--- src/hdl/aesbc_ram.sv ---
`timescale 1ns / 1ps
// aesbc_ram: generic single write, single read ram with registered read data
// stand-alone, no package use

module aesbc_ram #(
	parameter int WIDTH = 64,
	parameter int DEPTH = 15
) (
	input  logic                     clk,
	input  logic                     we,
	input  logic [$clog2(DEPTH)-1:0] waddr,
	input  logic [WIDTH-1:0]         wdata,
	input  logic [$clog2(DEPTH)-1:0] raddr,
	output logic [WIDTH-1:0]         rdata
);

	logic [WIDTH-1:0] mem [DEPTH];

	// write port and registered read port
	always_ff @(posedge clk) begin
		if (we)
			mem[waddr] <= wdata;
		rdata <= mem[raddr];
	end

endmodule

--- config.mk ---
export PLATFORM = sky130hd
export DESIGN_NAME = aesbc_ram
export DESIGN_NICKNAME = d
export VERILOG_FILES = /design/src/hdl/aesbc_ram.sv
export SDC_FILE = /design/constraint.sdc
export NUM_CORES = 1
export LEC_CHECK = 0
export ABC_AREA = 1
export BUFFER_PORTS_ARGS = -buffer_cell sky130_fd_sc_hd__buf_2
export CAP_MARGIN = 20
export CORE_MARGIN = 1
export CORE_UTILIZATION = 45
export DETAILED_ROUTE_END_ITERATION = 12
export GPL_TIMING_DRIVEN = 0
export PLACE_DENSITY_LB_ADDON = 0.12
export SETUP_SLACK_MARGIN = 0.5
export SLEW_MARGIN = 20
export SYNTH_ARGS = -nofsm -noshare
export SYNTH_HDL_FRONTEND = slang
export SYNTH_SLANG_ARGS = --single-unit
--- constraint.sdc ---
create_clock -name clk -period 10.5 [get_ports clk]
set_clock_uncertainty 0.05 [all_clocks]
set_input_delay 0.525 -clock clk [delete_from_list [all_inputs] [get_ports clk]]
set_output_delay 0.525 -clock clk [all_outputs]
set_load 0.05 [all_outputs]
Yosys cells after proc, flatten, opt, wreduce, memory -nomap -nowiden
Memory sizes are Yosys's and may differ from the RTL's. A register that Yosys moved wholly into a read port is not among the register bits.
Cells that the tools add are included.
W data, S select, Z words.
{"block": "totals", "regBits": 0, "ramBits": 960, "inputBits": 74, "output_inout_bits": 64, "word_cells": 3, "mem_count": 1}
{"memory": "mem", "depth": 15, "width": 64, "read_ports": 1, "rd_clocked_by_memory_dff": 1, "wr": 1, "line_no": "17", "source": "logic [WIDTH-1:0] mem [DEPTH];"}
{"block": "classes", "n_mux": 2}
{"operator": "$mux W1", "n": 2}

Longest topological paths before layout
{"block": "logic_depth", "depth_word": 2, "ltp_mapped": 10, "depth_no_buf": 8}

Worst setup path before layout
No wires, ideal clock.
{"block": "synth_timing", "path_type": "input-to-reg", "from": "input waddr[3]", "to": "memory mem[10][0], enable pin", "setup_ns": 0.486, "arrival_time_ns": 3.407, "slack_ns": 6.557, "stages": 4, "path_cell_list": "inv_1 > nor2_1 > nand2_1 > nor2_1"}
{"element": "start, declared", "line_no": "11", "source": "input logic [$clog2(DEPTH)-1:0] waddr,"}
{"element": "end, declared", "line_no": "17"}
Straight into the memory's write port.

==> impl_summary.md <==
Pwr
The switching portion of total power is 0.235. The proportion of power drawn by the clock network is 0.418. The largest vdd supply drop is 0.152 mV.

In this run the power density over the cells is 188 mW/mm^2. The leakage power summed over all cells is 0.0200 uW. Cell internal power was estimated by the tool at 6980 uW. The logic gate share of total power is 0.079. Of the total power, registers draw 0.503.

For this design the total switching power over the nets is 2140 uW.

Setup path
The gate family responsible for the most delay along the worst path is buffers and inverters. At the worst endpoint, the arrival time is 2.73 ns. The worst setup path is launched from a primary input. The worst endpoint required time is 11.00 ns. Of all nets on the critical path, the largest fanout is 10. Walking the worst path, the cells encountered are buf_4 -> buf_2 -> clkbuf_1 -> nand3_1 -> nand3_1 -> nand2_1. The number of buffers and inverters on the critical path is 3.

In this design, the stage delay of the slowest critical-path cell is 0.83 ns. By instance count, the cell type seen most on the critical path is nand3_1. The element type at the critical path end is a flip-flop. The worst setup path is of the in -> reg kind. The highest-delay cell along the critical path is clkbuf_1.

Cells and area
The layout has 7994 filler cells. The share of post-route cells with drive strength above 1 is 0.127. After routing the design area is 0.0486 mm^2. The share of the core filled with cells is 0.530. At the end of the flow, the number of nets in the layout was 4123.

The multi-input gate area in the final layout is 0.00898 mm^2. Summing all flip-flop and latch instances after layout gives 0.0301 mm^2. Leaving out fill and tap cells, the most frequent cells in the layout are nand2_1, edfxtp_1, nand3_1, inv_1, buf_2. The layout overhead on the synthesized area is 16.8%.

Leaving out fill and tap cells, the most frequent cell in the layout is nand2_1.

Floorplan
In this run the count of I/O pins placed on the die edge is 138. The effective utilization at floorplan is 0.454. Measured along the x axis, the die boundary spans 306 um.

The number of rows created at floorplan is 111. The die covers 0.0936 mm^2. In this run the standard cell core region covers 0.0917 mm^2.

The y dimension of the die is 306 um.

Global route
Entering global routing, the biggest net connects 22 pins. The first global-routing pass estimated 173 mm of wire. The initial antenna violation count is 5.

The total congestion overflow after global routing is 0. Across every metal layer, demand over resource in global routing totals 0.257. The number of global-route vias before repair came to 25500.

Clock tree
Counting the buffers created by CTS gives 108. The clock passes through at most 3 buffers. Once the clock tree was built, the resizer swapped 0 gates to a different size. The number of setup buffers added after CTS is 0.

The CTS clock-pin slew for the worst setup and hold paths is 0.06 ns. Clock tree synthesis found a total of 1024 sinks. TritonCTS built the clock tree. The clock latency at the later pin of the worst-skew pair is 0.68 ns. The H-tree level count is 3.

In this run, post-CTS hold repair placed 0 buffers. The cell sitting at the root of the clock tree is a clkbuf_16.

Route
Across all layers, the routed design uses 27400 vias. The post-detailed-route via-to-cell ratio is 5.15. The post-detailed-route wirelength per cell is 22.5 um.

The detailed router finished its first iteration with 2534 violations. The number of detailed-routing iterations run before antenna repair is 9. In the routed design, unresolved DRC markers number 4. The detail route stage leaves a number of antenna-violating nets equal to 0. The detailed-route wire length is 120 mm.

STA
The smallest clock period supported by the final layout is computed as 2.23 ns. The worst setup margin is 8.27 ns. The count of final hold-check violations came to 0. The number of endpoints failing setup at the final stage is 0. The accumulated negative setup slack is 0 ns. Dividing the final minimum period by the clock period gives 0.212. The maximum frequency from static timing analysis is 449 MHz. In this run the tightest slew margin relative to its limit is 0.224. The slew at the pin closest to its max-slew limit is 1.16 ns. The max-slew violation count came to 0. Setup repair after global routing left no endpoint under its margin.

Flow run
The max capacitance violation total is 0.

Placed design
During placement, the flow inserted port buffers numbering 134. Before CTS, the worst setup slack after placement is 7.63 ns. Detailed placement ended at an HPWL of 81.5 mm. The final weighted congestion in routability-driven placement is 0.801. The cell area after placement is 0.0450 mm^2.

Status
The final reports fail on design-rule violations. The flow ran to the end, but the final reports show violations.

Hold path
The min-delay analysis places its worst path in the category in -> reg.

Logic synthesis
When the netlist entered floorplanning its net count stood at 3828. In this run the cell area of the synthesized design comes to 0.0416 mm^2. The number of cells produced by synthesis is 3754. After synthesis, the mean cell area works out to 11.1 um^2. For this run, the number of Yosys warnings is 0.

The number of library cell types mapped by synthesis is 15. The post-synthesis register bit count is 1024. For this run, the register share of the synthesized area comes to 0.724.
per-layer routing:
layer,vias to the layer above,share of wire,GRT usage
met5,-,0.00035,0
met4,6,0.031,0.0895
met3,199,0.076,0.0458
met2,999,0.45,0.398
met1,13200,0.44,0.365
li1,13000,-,-
state kept, by name, indices dropped and copies added (netlist names):
| name | cells |
|---|---|
| rdata | 64 |
| mem | 960 |
power by group through the flow:
stage	logic (uW)	clock network (uW)	registers [uW]
floorplan	306	0	4780
global placement	691	0	4680
CTS	719	3860	4590
finish	718	3810	4590
global route	774	4020	4590
detailed placement	717	0	4670
path summary, 6_finish.rpt:
kind	to	from	slack, ns	depth (start not counted)
max	rdata[43]	raddr[2]	8.27	6
min	mem[12][44]	wdata[44]	0.16	1
max reg2reg	rdata[19]	mem[13][19]	9.16	6
min reg2reg	rdata[32]	mem[14][32]	0.54	4
cell type report:
| type | instances | share of cell area |
|---|---|---|
| Sequential cell | 1024 | 0.620 |
| Multi-Input combinational cell | 2187 | 0.185 |
| Clock buffer | 143 | 0.0615 |
| Timing Repair Buffer | 185 | 0.0380 |
| Tap cell | 1186 | 0.0306 |
| Inverter | 347 | 0.0270 |
| Buffer | 196 | 0.0267 |
| Clock inverter | 58 | 0.0110 |
| Antenna cell | 4 | 0.000206 |
per-stage QoR:
stage,std cells,hold WS (ns),power (uW)
detailed placement,5125,0.526,5390
floorplan,3754,0.506,5080
global route,5326,0.159,9390
CTS,5326,0.126,9170
global placement,5074,0.523,5370
finish,5330,0.158,9120
synth_stat cells, drive strengths merged:
cell | instances | area share
buf | 165 | 0.028
inv | 347 | 0.032
nand3 | 528 | 0.064
edfxtp | 960 | 0.69
clkbuf | 31 | 0.0028
dfxtp | 64 | 0.031
nand2 | 1614 | 0.15
nor2 | 45 | 0.0041
kinds of logic (layout without fill, tap and decap cells):
family	after synthesis	after routing	share of synthesized area
simple gates	2187	2187	0.213
flops	1024	1024	0.724
buf+inv	543	929	0.0627
other cells	0	4	0
worst register-to-register path: stages, from the launching register on:
cell and delay, ns:
edfxtp_1 0.36, nand2_1 0.07, nand2_1 0.05, nand2_1 0.05
nand3_1 0.20, nand3_1 0.17, nand2_1 0.20
No activity file was read; power rests on OpenSTA's default activity.
